**src/i2c_master_byte_engine_core_defines.svh**
```systemverilog
// Assertion macros shared by the I2C master byte engine.
// Needs i_clk and i_rst_n in the scope where a macro is used.
`ifndef I2C_MASTER_BYTE_ENGINE_CORE_DEFINES_SVH
`define I2C_MASTER_BYTE_ENGINE_CORE_DEFINES_SVH

// The consequent must hold in the same cycle as the antecedent.
`define MBE_ASSERT_SAME(label, ante, cons, msg) \
    label: assert property (@(posedge i_clk) disable iff (!i_rst_n) (ante) |-> (cons)) \
        else $error(msg);

// The consequent must hold in the cycle after the antecedent.
`define MBE_ASSERT_NEXT(label, ante, cons, msg) \
    label: assert property (@(posedge i_clk) disable iff (!i_rst_n) (ante) |=> (cons)) \
        else $error(msg);

// Checked from reset itself, so reset does not disable it.
`define MBE_ASSERT_RESET(label, cons, msg) \
    label: assert property (@(posedge i_clk) (!i_rst_n) |=> (cons)) \
        else $error(msg);

`endif

```
**src/i2c_mbe_pkg.sv**
```systemverilog
// Shared types and constants for the I2C master byte engine.
// Used by the front, back and top-level modules; depends on nothing.
package i2c_mbe_pkg;

    localparam int unsigned CfgWidth = 16;
    localparam int unsigned CfgIdxWidth = 2;

    localparam logic [CfgIdxWidth-1:0] REG_HALF_PERIOD = 2'd0;
    localparam logic [CfgIdxWidth-1:0] REG_ACK_TIMEOUT = 2'd1;

    localparam logic [CfgWidth-1:0] HALF_PERIOD_RST = 16'd100;
    localparam logic [CfgWidth-1:0] ACK_TIMEOUT_RST = 16'd1000;

    localparam logic [2:0] CODE_NONE  = 3'd0;
    localparam logic [2:0] CODE_START = 3'd1;
    localparam logic [2:0] CODE_STOP  = 3'd2;
    localparam logic [2:0] CODE_WRITE = 3'd3;
    localparam logic [2:0] CODE_READ  = 3'd4;

    typedef enum logic [2:0] {
        CMD_NONE,
        CMD_START,
        CMD_STOP,
        CMD_WRITE,
        CMD_READ
    } t_cmd;

    typedef struct packed {
        t_cmd       cmd;
        logic [7:0] write_byte;
        logic       send_nack;
        logic       sda_sample;
    } t_item;

    typedef struct packed {
        logic  valid;
        t_item item;
    } t_link;

endpackage

```
**src/i2c_mbe_front.sv**
```systemverilog
// Front part: accepts input items, decodes the command code and holds
// them in a two-entry queue for the back part. Depends on i2c_mbe_pkg.
module i2c_mbe_front (
    input  logic                i_clk,
    input  logic                i_rst_n,
    input  logic                push,
    output logic                full,
    input  logic [2:0]          i_cmd,
    input  logic [7:0]          i_write_byte,
    input  logic                i_send_nack,
    input  logic                i_sda_sample,
    output i2c_mbe_pkg::t_link  o_link,
    input  logic                i_take
);

    i2c_mbe_pkg::t_item r_mem [2];
    logic               r_wp;
    logic               r_rp;
    logic [1:0]         r_cnt;
    i2c_mbe_pkg::t_item w_item;
    logic               w_push_ok;
    logic               w_pop_ok;

    always_comb begin
        w_item.write_byte = i_write_byte;
        w_item.send_nack  = i_send_nack;
        w_item.sda_sample = i_sda_sample;
        case (i_cmd)
            i2c_mbe_pkg::CODE_START: w_item.cmd = i2c_mbe_pkg::CMD_START;
            i2c_mbe_pkg::CODE_STOP:  w_item.cmd = i2c_mbe_pkg::CMD_STOP;
            i2c_mbe_pkg::CODE_WRITE: w_item.cmd = i2c_mbe_pkg::CMD_WRITE;
            i2c_mbe_pkg::CODE_READ:  w_item.cmd = i2c_mbe_pkg::CMD_READ;
            default:                 w_item.cmd = i2c_mbe_pkg::CMD_NONE;
        endcase
    end

    assign full         = (r_cnt == 2'd2);
    assign w_push_ok    = push && !full;
    assign w_pop_ok     = i_take && (r_cnt != 2'd0);
    assign o_link.valid = (r_cnt != 2'd0);
    assign o_link.item  = r_mem[r_rp];

    always_ff @(posedge i_clk) begin
        if (w_push_ok) begin
            r_mem[r_wp] <= w_item;
        end
    end

    always_ff @(posedge i_clk) begin
        if (!i_rst_n) begin
            r_wp  <= 1'b0;
            r_rp  <= 1'b0;
            r_cnt <= 2'd0;
        end else begin
            if (w_push_ok) begin
                r_wp <= ~r_wp;
            end
            if (w_pop_ok) begin
                r_rp <= ~r_rp;
            end
            r_cnt <= r_cnt + {1'b0, w_push_ok} - {1'b0, w_pop_ok};
        end
    end

endmodule

```
**src/i2c_mbe_back.sv**
```systemverilog
// Back part: the pin sequencer, one step per item, and a two-entry result
// queue toward the output. Holds the configuration. Depends on i2c_mbe_pkg.
module i2c_mbe_back (
    input  logic                                i_clk,
    input  logic                                i_rst_n,
    input  logic                                i_cfg_we,
    input  logic [i2c_mbe_pkg::CfgIdxWidth-1:0] i_cfg_idx,
    input  logic [i2c_mbe_pkg::CfgWidth-1:0]    i_cfg_data,
    input  i2c_mbe_pkg::t_link                  i_link,
    output logic                                o_take,
    output logic                                empty,
    input  logic                                pop,
    output logic                                o_scl_level,
    output logic                                o_sda_level,
    output logic                                o_busy_res,
    output logic                                o_done_res,
    output logic [7:0]                          o_read_byte,
    output logic                                o_ack_missing
);

    typedef enum logic [3:0] {
        PH_IDLE, PH_ST_A, PH_ST_B, PH_SP_A, PH_SP_B,
        PH_WR_LO, PH_WR_HI, PH_WA_LO, PH_WA_HI,
        PH_RD_LO, PH_RD_HI, PH_RA_LO, PH_RA_HI
    } t_phase;

    typedef struct packed {
        logic       scl;
        logic       sda;
        logic       busy;
        logic       done;
        logic [7:0] read_byte;
        logic       ack_missing;
    } t_res;

    logic [15:0] r_half_period, r_ack_timeout;
    t_phase      r_phase, n_phase;
    logic [15:0] r_delay, n_delay;
    logic [3:0]  r_bits, n_bits;
    logic [7:0]  r_shift, n_shift;
    logic [15:0] r_wait, n_wait;
    logic        r_scl, n_scl;
    logic        r_sda, n_sda;
    logic        r_nack, n_nack;
    logic [7:0]  r_last_read, n_last_read;
    logic        r_ack_fail, n_ack_fail;
    logic        n_done;

    t_res        r_out [2];
    logic        r_owp, r_orp;
    logic [1:0]  r_ocnt;
    t_res        w_res;
    logic        w_pop_ok;
    logic [15:0] w_hold, w_limit, w_wait_inc;
    logic [3:0]  w_bits_inc;
    logic [7:0]  w_shift_wr, w_shift_rd;
    i2c_mbe_pkg::t_item w_it;

    assign w_it       = i_link.item;
    assign o_take     = i_link.valid && (r_ocnt != 2'd2);
    assign w_pop_ok   = pop && (r_ocnt != 2'd0);
    assign w_hold     = (r_half_period == 16'd0) ? 16'd1 : r_half_period;
    assign w_limit    = (r_ack_timeout == 16'd0) ? 16'd1 : r_ack_timeout;
    assign w_wait_inc = r_wait + 16'd1;
    assign w_bits_inc = r_bits + 4'd1;
    assign w_shift_wr = {r_shift[6:0], 1'b0};
    assign w_shift_rd = {r_shift[6:0], w_it.sda_sample};

    always_comb begin
        n_phase     = r_phase;
        n_delay     = r_delay;
        n_bits      = r_bits;
        n_shift     = r_shift;
        n_wait      = r_wait;
        n_scl       = r_scl;
        n_sda       = r_sda;
        n_nack      = r_nack;
        n_last_read = r_last_read;
        n_ack_fail  = r_ack_fail;
        n_done      = 1'b0;
        if (r_phase == PH_IDLE) begin
            case (w_it.cmd)
                i2c_mbe_pkg::CMD_START: begin
                    n_phase = PH_ST_A; n_delay = w_hold; n_scl = 1'b1; n_sda = 1'b1;
                end
                i2c_mbe_pkg::CMD_STOP: begin
                    n_phase = PH_SP_A; n_delay = w_hold; n_scl = 1'b1; n_sda = 1'b0;
                end
                i2c_mbe_pkg::CMD_WRITE: begin
                    n_shift    = w_it.write_byte;
                    n_bits     = 4'd0;
                    n_ack_fail = 1'b0;
                    n_phase    = PH_WR_LO;
                    n_delay    = w_hold;
                    n_scl      = 1'b0;
                    n_sda      = w_it.write_byte[7];
                end
                i2c_mbe_pkg::CMD_READ: begin
                    n_nack  = w_it.send_nack;
                    n_shift = 8'd0;
                    n_bits  = 4'd0;
                    n_phase = PH_RD_LO; n_delay = w_hold; n_scl = 1'b0; n_sda = 1'b1;
                end
                default: ;
            endcase
        end else if (r_phase == PH_WA_HI) begin
            if (!w_it.sda_sample) begin
                n_ack_fail = 1'b0;
                n_scl      = 1'b0;
                n_phase    = PH_IDLE;
                n_delay    = 16'd0;
                n_done     = 1'b1;
            end else begin
                n_wait = w_wait_inc;
                if ((w_wait_inc >= w_limit) || (w_wait_inc == 16'd0)) begin
                    n_ack_fail = 1'b1;
                    n_scl      = 1'b0;
                    n_phase    = PH_IDLE;
                    n_delay    = 16'd0;
                    n_done     = 1'b1;
                end
            end
        end else if (r_delay > 16'd1) begin
            n_delay = r_delay - 16'd1;
        end else begin
            case (r_phase)
                PH_ST_A: begin
                    n_phase = PH_ST_B; n_delay = w_hold; n_scl = 1'b1; n_sda = 1'b0;
                end
                PH_SP_A: begin
                    n_phase = PH_SP_B; n_delay = w_hold; n_scl = 1'b1; n_sda = 1'b1;
                end
                PH_ST_B, PH_SP_B: begin
                    n_phase = PH_IDLE; n_delay = 16'd0; n_done = 1'b1;
                end
                PH_WR_LO: begin
                    n_phase = PH_WR_HI; n_delay = w_hold; n_scl = 1'b1;
                end
                PH_WR_HI: begin
                    n_shift = w_shift_wr;
                    n_bits  = w_bits_inc;
                    n_delay = w_hold;
                    n_scl   = 1'b0;
                    if (w_bits_inc >= 4'd8) begin
                        n_phase = PH_WA_LO; n_sda = 1'b1;
                    end else begin
                        n_phase = PH_WR_LO; n_sda = w_shift_wr[7];
                    end
                end
                PH_WA_LO: begin
                    n_wait = 16'd0; n_phase = PH_WA_HI; n_delay = 16'd0;
                    n_scl = 1'b1; n_sda = 1'b1;
                end
                PH_RD_LO: begin
                    n_phase = PH_RD_HI; n_delay = w_hold; n_scl = 1'b1; n_sda = 1'b1;
                end
                PH_RD_HI: begin
                    n_shift = w_shift_rd;
                    n_bits  = w_bits_inc;
                    n_delay = w_hold;
                    n_scl   = 1'b0;
                    if (w_bits_inc >= 4'd8) begin
                        n_phase = PH_RA_LO; n_sda = r_nack;
                    end else begin
                        n_phase = PH_RD_LO; n_sda = 1'b1;
                    end
                end
                PH_RA_LO: begin
                    n_phase = PH_RA_HI; n_delay = w_hold; n_scl = 1'b1;
                end
                PH_RA_HI: begin
                    n_scl       = 1'b0;
                    n_last_read = r_shift;
                    n_phase     = PH_IDLE;
                    n_delay     = 16'd0;
                    n_done      = 1'b1;
                end
                default: begin
                    n_phase = PH_IDLE; n_delay = 16'd0;
                end
            endcase
        end
    end

    always_comb begin
        w_res.scl         = n_scl;
        w_res.sda         = n_sda;
        w_res.busy        = (n_phase != PH_IDLE);
        w_res.done        = n_done;
        w_res.read_byte   = n_last_read;
        w_res.ack_missing = n_ack_fail;
    end

    always_ff @(posedge i_clk) begin
        if (!i_rst_n) begin
            r_half_period <= i2c_mbe_pkg::HALF_PERIOD_RST;
            r_ack_timeout <= i2c_mbe_pkg::ACK_TIMEOUT_RST;
            r_phase       <= PH_IDLE;
            r_delay       <= 16'd0;
            r_bits        <= 4'd0;
            r_shift       <= 8'd0;
            r_wait        <= 16'd0;
            r_scl         <= 1'b1;
            r_sda         <= 1'b1;
            r_nack        <= 1'b0;
            r_last_read   <= 8'd0;
            r_ack_fail    <= 1'b0;
        end else begin
            if (i_cfg_we && (i_cfg_idx == i2c_mbe_pkg::REG_HALF_PERIOD)) begin
                r_half_period <= i_cfg_data;
            end
            if (i_cfg_we && (i_cfg_idx == i2c_mbe_pkg::REG_ACK_TIMEOUT)) begin
                r_ack_timeout <= i_cfg_data;
            end
            if (o_take) begin
                r_phase     <= n_phase;
                r_delay     <= n_delay;
                r_bits      <= n_bits;
                r_shift     <= n_shift;
                r_wait      <= n_wait;
                r_scl       <= n_scl;
                r_sda       <= n_sda;
                r_nack      <= n_nack;
                r_last_read <= n_last_read;
                r_ack_fail  <= n_ack_fail;
            end
        end
    end

    always_ff @(posedge i_clk) begin
        if (o_take) begin
            r_out[r_owp] <= w_res;
        end
    end

    always_ff @(posedge i_clk) begin
        if (!i_rst_n) begin
            r_owp  <= 1'b0;
            r_orp  <= 1'b0;
            r_ocnt <= 2'd0;
        end else begin
            if (o_take) begin
                r_owp <= ~r_owp;
            end
            if (w_pop_ok) begin
                r_orp <= ~r_orp;
            end
            r_ocnt <= r_ocnt + {1'b0, o_take} - {1'b0, w_pop_ok};
        end
    end

    assign empty         = (r_ocnt == 2'd0);
    assign o_scl_level   = r_out[r_orp].scl;
    assign o_sda_level   = r_out[r_orp].sda;
    assign o_busy_res    = r_out[r_orp].busy;
    assign o_done_res    = r_out[r_orp].done;
    assign o_read_byte   = r_out[r_orp].read_byte;
    assign o_ack_missing = r_out[r_orp].ack_missing;

endmodule

```
**src/i2c_master_byte_engine_core.sv**
```systemverilog
// Top level of the I2C master byte engine: front decoder and queue, back
// sequencer and result queue. Depends on i2c_mbe_pkg, i2c_mbe_front, i2c_mbe_back.
//
//  Channel   Handshake        Payload
//  input     push / full      i_cmd, i_write_byte, i_send_nack, i_sda_sample
//  result    empty / pop      o_scl_level, o_sda_level, o_busy_res, o_done_res,
//                             o_read_byte, o_ack_missing
//  config    i_cfg_we         i_cfg_idx, i_cfg_data
//
// One item a cycle sustained while results are popped; each item gives one result
// item. An item passes from push to the result ports through the front queue,
// then one step of the sequencer into the result queue. Each side has a two-entry
// queue, so a stalled pop backs up into full only after four items. Reset is
// synchronous and active low and leaves both queues empty.
`include "i2c_master_byte_engine_core_defines.svh"

module i2c_master_byte_engine_core (
    input  logic                                i_clk,
    input  logic                                i_rst_n,
    input  logic                                push,
    output logic                                full,
    input  logic [2:0]                          i_cmd,
    input  logic [7:0]                          i_write_byte,
    input  logic                                i_send_nack,
    input  logic                                i_sda_sample,
    output logic                                empty,
    input  logic                                pop,
    output logic                                o_scl_level,
    output logic                                o_sda_level,
    output logic                                o_busy_res,
    output logic                                o_done_res,
    output logic [7:0]                          o_read_byte,
    output logic                                o_ack_missing,
    input  logic                                i_cfg_we,
    input  logic [i2c_mbe_pkg::CfgIdxWidth-1:0] i_cfg_idx,
    input  logic [i2c_mbe_pkg::CfgWidth-1:0]    i_cfg_data
);

    i2c_mbe_pkg::t_link w_link;
    logic               w_take;

    i2c_mbe_front u_front (
        .i_clk        (i_clk),
        .i_rst_n      (i_rst_n),
        .push         (push),
        .full         (full),
        .i_cmd        (i_cmd),
        .i_write_byte (i_write_byte),
        .i_send_nack  (i_send_nack),
        .i_sda_sample (i_sda_sample),
        .o_link       (w_link),
        .i_take       (w_take)
    );

    i2c_mbe_back u_back (
        .i_clk         (i_clk),
        .i_rst_n       (i_rst_n),
        .i_cfg_we      (i_cfg_we),
        .i_cfg_idx     (i_cfg_idx),
        .i_cfg_data    (i_cfg_data),
        .i_link        (w_link),
        .o_take        (w_take),
        .empty         (empty),
        .pop           (pop),
        .o_scl_level   (o_scl_level),
        .o_sda_level   (o_sda_level),
        .o_busy_res    (o_busy_res),
        .o_done_res    (o_done_res),
        .o_read_byte   (o_read_byte),
        .o_ack_missing (o_ack_missing)
    );

    `MBE_ASSERT_RESET(a_reset_empty, empty && !full, "Queues not empty after reset.")
    `MBE_ASSERT_NEXT(a_push_reaches_back, push && !full, w_link.valid,
        "Accepted item did not reach the sequencer.")
    `MBE_ASSERT_SAME(a_full_has_item, full, w_link.valid, "Front queue full but no item.")
    `MBE_ASSERT_SAME(a_done_not_busy, !empty && o_done_res, !o_busy_res,
        "Done result still reports busy.")

endmodule
```
**config.mk**
```make
export PLATFORM = sky130hd
export DESIGN_NAME = i2c_master_byte_engine_core
export DESIGN_NICKNAME = d
export VERILOG_FILES = /design/src/i2c_mbe_pkg.sv /design/src/i2c_mbe_front.sv /design/src/i2c_mbe_back.sv /design/src/i2c_master_byte_engine_core.sv
export VERILOG_INCLUDE_DIRS = /design/src /design/src/src
export SDC_FILE = /design/constraint.sdc
export NUM_CORES = 1
export LEC_CHECK = 0
export BUFFER_PORTS_ARGS = -buffer_cell sky130_fd_sc_hd__buf_2
export CAP_MARGIN = 15
export CORE_MARGIN = 3
export CORE_UTILIZATION = 55
export DETAILED_ROUTE_END_ITERATION = 6
export PLACE_DENSITY_LB_ADDON = 0.12
export SYNTH_ARGS = -nofsm -noshare
export SYNTH_HDL_FRONTEND = slang
export SYNTH_SLANG_ARGS = --single-unit
```
**constraint.sdc**
```tcl
create_clock -name i_clk -period 2.85 [get_ports i_clk]
set_input_delay 0.4275 -clock i_clk [delete_from_list [all_inputs] [get_ports i_clk]]
set_output_delay 0.4275 -clock i_clk [all_outputs]
set_load 0.01 [all_outputs]
```
After elaboration in Yosys (flattened, before gate mapping)
Memories as Yosys holds them, arrays and structs flattened. A register that Yosys moved wholly into a read port is not among the register bits.
Cells that the tools add are included.
- add/sub/neg operators: 7
- magnitude comparators: 3
- equality and inequality tests: 31
- muxes and demuxes: 70
- bitwise operators: 5
- reduce and logical (&&, ||, !) cells: 35
- operator list (operator ; count):
    $mux 16 ; 13
    $mux 8 ; 7
    $logic_not 16->1 ; 3
    $mux 4 ; 10
    $pmux 4 s8 ; 1
    $pmux 8 s2 ; 2
    $mux 1 ; 29
    $eq 4x4->1 const B ; 5
    $add 16x1->16 const B ; 1
    $eq 4x3->1 const B ; 4
    $ge 16x16->1 ; 1
    $gt 16x1->1 const B ; 1
    $pmux 4 s4 ; 1
    $sub 16x1->16 const B ; 1
    $reduce_and 5->1 ; 3
    $eq 3x2->1 const B ; 4
    $pmux 3 s4 ; 1
    $reduce_or 3->1 ; 3
    $eq 4x2->1 const B ; 2
    $ne 2x1->1 const B ; 4
    $reduce_bool 2->1 ; 4
    $reduce_or 2->1 ; 4
    $reduce_or 7->1 ; 1
    $eq 3x1->1 const B ; 2
    other kinds (26) ; 44
- flip-flop bits (word level): 100
- bits in writable memories: 52
- bits of input ports: 36
- output and inout port bits: 15
- word-level logic and storage cells: 171
- memories: 2
- memory list (name ; words ; width ; rd ports ; clocked after memory_dff ; write ports ; RTL line ; source):
    u_back.r_out ; 2 ; 13 ; 1 ; 1 ; 1 ; i2c_mbe_back.sv:49 ; t_res r_out [2];
    u_front.r_mem ; 2 ; 13 ; 1 ; 1 ; 1 ; i2c_mbe_front.sv:16 ; i2c_mbe_pkg::t_item r_mem [2];

Longest topological paths before layout
Gate-level depths: netlist of the first run.
- word-level depth: 9
- depth in mapped cells: 15
- mapped depth without buffers: 13

Cells and area by module
A second synthesis of the first run with hierarchy kept.
- cell total of the unflattened synthesis: 860
- area total of the unflattened synthesis: 8018.9 µm²
- by module, submodules not included (module ; times used ; cells an instance ; area each (µm²) ; seq. area each (µm²)):
    i2c_mbe_back ; 1 ; 790 ; 6785.3 ; 2722.6
    i2c_mbe_front ; 1 ; 70 ; 1233.7 ; 880.8

Worst setup path after synthesis of the first run
Ideal clock, no wire load.
- kind: reg2reg
- start: register u_back.r_wait[3]
- end: memory u_back.r_out[0][0] in the netlist's numbering (data pin)
- library setup time: 264 ps
- arrival: 2662 ps
- required time: 2586 ps
- setup slack: -75 ps
- cell stages (with the launch flop): 14
- path buffers: 1
- period minus slack after synthesis: 2925 ps
- cell sequence: dfxtp_1 -> buf_4 -> and4_1 -> and3_1 -> and3_1 -> xor2_1 -> ha_1 -> a21oi_1 -> o21ai_0 -> a211o_1 -> o21ai_0 -> nand3_1 -> a21oi_1 -> nor2_1
- cells in the longest elaborated chain, start to end: 7
- elaborated cells on any way between the ends: 8
- those cells by class: add/sub: 1; order compare: 1; mux: 4; reduce/logical: 2
- RTL lines (what ; RTL line ; source):
    from (decl) ; i2c_mbe_back.sv:41 ; logic [15:0] r_wait, n_wait;
    from (signal assigned) ; i2c_mbe_back.sv:220 ; r_wait <= n_wait;
    $add 16x1->16 (*) ; i2c_mbe_back.sv:64 ; assign w_wait_inc = r_wait + 16'd1;
    $ge 16x16->1 / $logic_not 16->1 (equally long branches) ; i2c_mbe_back.sv:115 ; if ((w_wait_inc >= w_limit) || (w_wait_inc == 16'd0)) begin
    $logic_or 1x1->1 (*) ; i2c_mbe_back.sv:115 ;
    $mux 1 (*) ; i2c_mbe_back.sv:115 ;
    $mux 1 (*) ; i2c_mbe_back.sv:107 ; if (!w_it.sda_sample) begin
    $mux 1 (*) ; i2c_mbe_back.sv:106 ; end else if (r_phase == PH_WA_HI) begin
    $mux 1 (*) ; i2c_mbe_back.sv:81 ; if (r_phase == PH_IDLE) begin
    via u_back.n_ack_fail ; i2c_mbe_back.sv:46 ; logic r_ack_fail, n_ack_fail;
    to (decl) ; i2c_mbe_back.sv:49 ;
Mark *: on every way through the listed nets, which the timed path passes. The rest lies on a longest branch.

Worst setup path in the final report of the first run
- start: register u_back.r_wait[1]
- end: register u_back.r_delay[10]
- cells in the longest elaborated chain, start to end: 5
- elaborated cells on any way between the ends: 6
- those cells by class: add/sub: 1; order compare: 1; eq/ne: 1; reduce/logical: 3
- RTL lines (what ; RTL line ; source):
    $add 16x1->16 (*) ; i2c_mbe_back.sv:64 ;
    $ge 16x16->1 / $logic_not 16->1 (equally long branches) ; i2c_mbe_back.sv:115 ;
    $logic_or 1x1->1 (*) ; i2c_mbe_back.sv:115 ;
    $ne 4x4->1 (no line) (*) ; n/a ;
    $reduce_and 3->1 (no line) (*) ; n/a ;
    to (signal assigned) ; i2c_mbe_back.sv:217 ; r_delay <= n_delay;
    to (decl) ; i2c_mbe_back.sv:38 ; logic [15:0] r_delay, n_delay;
Every way passes the cells marked *; elsewhere a longest branch is shown, timed or not.
A chain may end at the register's enable or synchronous reset.

==> results.toml, run 1 <==
[die]
fp.dieW_microns = 124
fp-row-count = 42
core_sq_um = 13500
die_h_microns = 124
start_util_pct = 57.2
io_pins = 51
dieArea_sq_um = 15400

[pwr]
power_leakage_nw = 3.72
finalPower_mw = 9.53
p_switching_mw = 3.86
p_comb_share_pct = 45.5
p_seq_share_pct = 33.7
p_per_area_nw_per_um2 = 1030
switching_share_pct = 40.5
p_int_mw = 5.67
peakVddDrop_uv = 700
p_clk_share_pct = 20.8

[timing]
rsz0062_at_grt = "true"
holdWs_ns = 0.190
maxSlewHeadroom_pct = 42.9
tightest_slew_ns = 0.855
timing.final.ws_setup_ns = -0.0836
period_minus_slack_ns = 2.93
slew_violations = 0
finalHoldViolations = 0
final.period_utilization_pct = 103
final.setup.tns_ns = -0.897
finalClockSkew_ns = 0.00671
fmax_mhz = 341
setup_viol = 19

[finish]
drive_above_1_share_pct = 24.6
nNetsFinal = 991
finalNonFillerCells = 1119
final_util_pct = 68.7
fin_area_sq_um = 9250
syn_to_final_growth_pct = 20.2
diodes = 0
fill_cells = 1057

[synthesis]
avgSynthCellArea_sq_um = 9.12
synth.most_common_cell = "nand2_1"
synth-seq-cells = 154
syn_nets = 903
ys_seq_area_share_pct = 46.9
synthArstFlopShare_pct = 0
synth_top_area_cell = "dfxtp_1"
yosys-top-cells-area = "dfxtp_1, edfxtp_1, nand2_1, nor2_1, a21oi_1"
ys_warn_count = 0
synth_ff_type = "dfxtp_1"
synthTopCellsByCount = "nand2_1, dfxtp_1, nor2_1"
syn_inst = 843
syn_area_sq_um = 7690
synth_top_area_share_pct = 26.5
yosys.cell_types.count = 71
synth_edf_count = 52

[placed_design]
placed_cells = 1079
dp_hpwl_mm = 12.9
placed_cell_area_sq_um = 8380
place_congestion = 0.943
portBuffers = 50
post-place-ws_ns = -0.0955

[clock_network]
path_clk_slew_ns = 0.06
cts_tree = "built"
cts.sinks = 154
cts_hold_buf = 0
cts_buffers = 17
cts_max_level = 4
clock_latency_ns = 0.42
cts_buffer_depth = 2
clock-root-buffer = "clkbuf_16"

[min_path]
hold_path_class = "in -> reg"
min_path_cells = 1
holdCritStartpoint = "i_write_byte[4]"
holdPathEnd = "u_front.r_mem[1][6]"

[route]
ant_nets = 0
wl_per_cell_microns = 17.1
viasPerCell = 5.89
wirelength_mm = 19.1
dr.pass1.iters = 5
drc = 0
drtIter0Drc = 522
vias = 6592

[critical_path]
required_ns = 3.20
critPathKind = "reg -> reg"
critPathBufInv = 2
rrSetupSlack_ns = -0.08
worst_setup_path_start_kind = "flip-flop"
reg2regPathDepth = 14
crit_fanout = 5
slowest_delay_ns = 0.37
worstPathCellList = "buf_4 -> nand3_4 -> nor4_4 -> xor2_1 -> ha_1 -> a21o_1 -> a21o_1 -> a21oi_2 -> nand2_2 -> a21oi_4 -> a21oi_4 -> buf_6 -> a21boi_1 -> o21ai_1"
critPathTopFamily = "compound AO/OA/AOI/OAI gates"
rr_startpoint = "u_back.r_wait[1]"
cp.arrival_ns = 3.29
r2r_end = "u_back.r_delay[10]"
end_kind = "flip-flop"
critPathSlowestCell = "dfxtp_4"

[global_route]
grt_pass1_wl_mm = 30.8
grt_pass1_vias = 6162
grt_start_max_net_pins = 45
overflow = 0
antenna_found_initial = 0
track_usage_pct = 24.1

[outcome]
status = "complete, but fails checks"
violations = "negative setup slack"

[job]
max_cap_violations = 0
## placed cells by master (no fill, tap or decap), types with 7 or more instances in the layout
master / synthesis / final
edfxtp_1: 52 / 52
dfxtp_4: 0 / 7
mux2i_1: 14 / 14
nor4_1: 14 / 13
inv_1: 31 / 30
o21ai_0: 33 / 28
and2_1: 9 / 8
nor3_1: 23 / 21
a211oi_1: 20 / 17
nand3_1: 24 / 22
nand2_1: 103 / 101
dfxtp_1: 102 / 91
xor2_1: 12 / 11
nor2_1: 100 / 96
buf_4: 3 / 60
clkbuf_16: 0 / 17
buf_2: 4 / 50
clkinv_2: 0 / 7
xnor2_1: 18 / 15
mux2_2: 27 / 27
nand4_1: 8 / 8
and3_1: 9 / 7
a22oi_1: 8 / 8
a21oi_1: 69 / 63
ha_1: 24 / 22
o211ai_1: 7 / 7
## sequential cells by signal, summed over array words and instances (netlist names), named ones only
signal,count
u_front.r_wp,1
u_back.r_owp,1
u_back.r_delay,16
u_back.r_ack_fail,1
u_back.r_ocnt,2
u_front.r_cnt,2
u_back.r_bits,4
u_front.r_rp,1
u_back.r_last_read,8
u_back.r_phase,4
u_back.r_orp,1
u_back.r_shift,8
u_front.r_mem,26
u_back.r_nack,1
u_back.r_out,26
u_back.r_wait,16
u_back.r_half_period,16
u_back.r_scl,1
u_back.r_sda,1
u_back.r_ack_timeout,16
## cell type report
class	count	area, sq um	share of cell area, %
multi-input combinational	612	4010	43.3
sequential	154	3630	39.3
timing repair buffer	115	757	8.19
clock buffer	19	433	4.68
tap	176	220	2.38
inverter	31	116	1.26
clock inverter	12	77.6	0.839
## cells by family (layout without fill, tap and decap cells)
logic type	count (synthesis)	count (layout)	synth area share, %
fa+ha+maj	24	24	3.90
xor+xnor	30	30	3.42
mux	41	41	5.78
compound gates	182	183	15.1
simple gates	334	334	20.8
buf+inv	78	177	4.21
flops	154	154	46.9
## power groups by stage
stage	Sequential (mW)	Combinational [mW]	Clock, mW
6_report	3.21	4.33	1.98
2_1_floorplan	3.10	2.99	0
3_3_place_gp	3.22	3.87	0
5_1_grt	3.26	4.80	2.11
3_5_place_dp	3.24	3.99	0
4_1_cts	3.20	4.07	2.01
## layer usage
layer  wire, microns  track usage (%)
met2            9000             37.6
met1            8880             34.3
met5               0                0
met4             260             6.83
met3            1010             4.97
## worst max path at each step
stage | startpoint | to | slack, ns | cells past startpoint
floorplan | u_back.r_wait[0] | u_back.r_delay[9] | 0.02 | 13
global placement | u_back.r_wait[1] | u_back.r_delay[4] | 0.01 | 13
detailed placement | u_back.r_wait[1] | u_back.r_delay[10] | -0.1 | 14
CTS | u_back.r_wait[8] | u_back.r_delay[10] | -0.01 | 13
global route | u_back.r_wait[1] | u_back.r_delay[6] | -0.24 | 13
finish | u_back.r_wait[1] | u_back.r_delay[10] | -0.08 | 14
## timing repair
action | CTS | global route
endpoints found under the hold margin | 0 | 0
setup buffers | 3 | 5
pin swaps | 14 | 22
setup endpoints to repair | 24 | 27
cloned | 1 | 0
resized for setup | 23 | 47
Note: power is estimated with default switching activity, not from simulation.
==> run 2, diff against run 1 <==
--- a/config.mk
+++ b/config.mk
@@ -6,10 +6,13 @@
 export SDC_FILE = /design/constraint.sdc
 export NUM_CORES = 1
 export LEC_CHECK = 0
+export ABC_AREA = 1
 export BUFFER_PORTS_ARGS = -buffer_cell sky130_fd_sc_hd__buf_2
 export CAP_MARGIN = 15
+export CELL_PAD_IN_SITES_DETAIL_PLACEMENT = 2
+export CELL_PAD_IN_SITES_GLOBAL_PLACEMENT = 2
 export CORE_MARGIN = 3
-export CORE_UTILIZATION = 55
+export CORE_UTILIZATION = 39
 export DETAILED_ROUTE_END_ITERATION = 6
 export PLACE_DENSITY_LB_ADDON = 0.12
 export SYNTH_ARGS = -nofsm -noshare
==> constraint.sdc (replaced) <==
create_clock -name i_clk -period 3.6 [get_ports i_clk]
set_input_delay 0.54 -clock i_clk [delete_from_list [all_inputs] [get_ports i_clk]]
set_output_delay 0.54 -clock i_clk [all_outputs]
set_load 0.01 [all_outputs]
==> results.toml, run 2 <==
[clock_network]
cts_buffers = 17
cts_resized = 0
cts_hold_buf = 0
clock_latency_ns = 0.44
cts.sinks = 154
path_clk_slew_ns = 0.07
cts_max_level = 4
cts_setup_buffers = 0
cts_buffer_depth = 2
clock-root-buffer = "clkbuf_16"
cts_tree = "built"

[synthesis]
synthTopCellsByCount = "nand2_1, nor2_1, inv_1"
syn_area_sq_um = 7950
synth_top_area_share_pct = 25.7
synth_top_area_cell = "dfxtp_1"
syn_inst = 1010
ys_seq_area_share_pct = 45.3
synth.most_common_cell = "nand2_1"
syn_nets = 1070
yosys-top-cells-area = "dfxtp_1, edfxtp_1, nand2_1, nor2_1, inv_1"
yosys.cell_types.count = 48
synthArstFlopShare_pct = 0
avgSynthCellArea_sq_um = 7.87
synth_edf_count = 52
synth_ff_type = "dfxtp_1"
ys_warn_count = 0
synth-seq-cells = 154

[critical_path]
end_kind = "flip-flop"
critPathBufInv = 2
cp.arrival_ns = 3.57
worstPathCellList = "ha_1 -> nand2_2 -> nor2_1 -> xnor2_1 -> inv_1 -> ha_1 -> nand2_1 -> nor2_1 -> nand2_1 -> nand2_1 -> nand2_1 -> nand2_1 -> nor2_1 -> nand3_4 -> nand2_4 -> inv_4 -> nor2_1 -> nor2_1"
slowest_delay_ns = 0.44
critPathTopFamily = "simple AND/OR/NAND/NOR gates"
critPathSlowestCell = "dfxtp_1"
crit_fanout = 17
worst_setup_path_start_kind = "flip-flop"
required_ns = 3.93
critPathKind = "reg -> reg"

[timing]
final.setup.tns_ns = 0
finalHoldViolations = 0
fmax_mhz = 309
slew_violations = 0
setup_viol = 0
period_minus_slack_ns = 3.24
maxSlewHeadroom_pct = 48.9
tightest_slew_ns = 0.765
finalClockSkew_ns = 0.0103
final.period_utilization_pct = 90.0
rsz0062_at_grt = "false"
timing.final.ws_setup_ns = 0.359

[finish]
multiInputGateArea_sq_um = 3700
nNetsFinal = 1120
layout_commonest_cell = "nand2_1"
syn_to_final_growth_pct = 14.4
largest_registers = "u_back.r_out (26), u_front.r_mem (26)"
drive_above_1_share_pct = 13.7
fill_cells = 2205
diodes = 0
layout_common_cells = "nand2_1, nor2_1, inv_1"
register_area_sq_um = 3600

[global_route]
grt_pass1_wl_mm = 43.3
overflow = 0
grt_pass1_vias = 7838
antenna_found_initial = 0
grt_start_max_net_pins = 66
track_usage_pct = 24.9

[die]
fp.dieW_microns = 149
core_sq_um = 19700
io_pins = 51
dieArea_sq_um = 22100
die_h_microns = 149
start_util_pct = 40.3
fp-row-count = 51

[pwr]
finalPower_mw = 7.63
power_leakage_nw = 4.03
p_per_area_nw_per_um2 = 839
peakVddDrop_uv = 417

[route]
wirelength_mm = 26.9
viasPerCell = 5.41
drtIter0Drc = 371
ant_nets = 0
dr.pass1.iters = 4
drc = 0
vias = 7234
wl_per_cell_microns = 20.1

[placed_design]
place_congestion = 0.832
dp_hpwl_mm = 19.3
post-place-ws_ns = 0.415
portBuffers = 50

[min_path]
hold_path_class = "in -> reg"

[job]
max_cap_violations = 0

[outcome]
status = "finished, final reports clean"
[run 2: cell types whose count changed after synthesis, moves of 11 or more]
| cell | previous run | this run |
|---|---|---|
| a211oi_1 | 20 | 7 |
| clkbuf_1 | 33 | 21 |
| inv_1 | 31 | 123 |
| mux2_2 | 27 | 14 |
| nand2_1 | 103 | 178 |
| nand3_1 | 24 | 44 |
| nor2_1 | 100 | 130 |
| nor2_2 | 1 | 12 |
| nor3_1 | 23 | 1 |
| o21ai_0 | 33 | 91 |
| xnor2_1 | 18 | 5 |
[run 2: layout make-up]
| type | count | share of cell area [%] |
|---|---|---|
| inverter | 131 | 5.43 |
| sequential | 154 | 39.6 |
| timing repair buffer | 65 | 3.99 |
| clock inverter | 15 | 1.98 |
| multi-input combinational | 691 | 40.7 |
| clock buffer | 17 | 4.68 |
| tap | 265 | 3.65 |
[run 2: report_power, final]
part	internal [mW]	switching, mW	leakage [nW]
clock network	1.05	0.833	0.294
logic	1.03	2.11	2.41
registers	2.30	0.305	1.32
total	4.38	3.25	4.03
[run 2: final timing paths]
path                         start             endpoint  slack [ns]  depth (start not counted)
setup / recovery  u_back.r_wait[0]    u_back.r_delay[4]        0.36                         18
hold / removal     i_write_byte[4]  u_front.r_mem[0][6]        0.29                          1
setup reg to reg  u_back.r_wait[0]    u_back.r_delay[4]        0.36                         18
hold reg to reg       u_back.r_orp            flip-flop        0.48                          1
[run 2: cell families after synthesis]
family / count (synthesis) / share of synthesized area, %
xor+xnor: 16 / 1.76
buf+inv: 165 / 8.17
fa+ha+maj: 24 / 3.78
simple gates: 411 / 22.7
compound gates: 217 / 15.2
mux: 23 / 3.12
flops: 154 / 45.3
[run 2: per-layer routing]
metal	part of all wire [%]	global-route usage [%]	wire length, microns	vias to the layer above
met4	2.0	7.46	543	0
met3	2.2	3.71	587	37
met1	45	32.0	12200	3640
met5	0	0	0	-
met2	51	43.5	13700	92
li1	-	-	-	3465
[run 2: metrics by stage]
| step | cells | utilization [%] | cell area (sq um) | hold slack (ns) |
|---|---|---|---|---|
| floorplan | 1010 | - | 7950 | 0.426 |
| global placement | 1305 | 43.0 | 8480 | 0.438 |
| detailed placement | 1305 | 43.0 | 8480 | 0.459 |
| CTS | 1337 | 46.1 | 9090 | 0.275 |
| global route | 1338 | 46.1 | 9100 | 0.282 |
| finish | 1338 | 46.1 | 9100 | 0.293 |
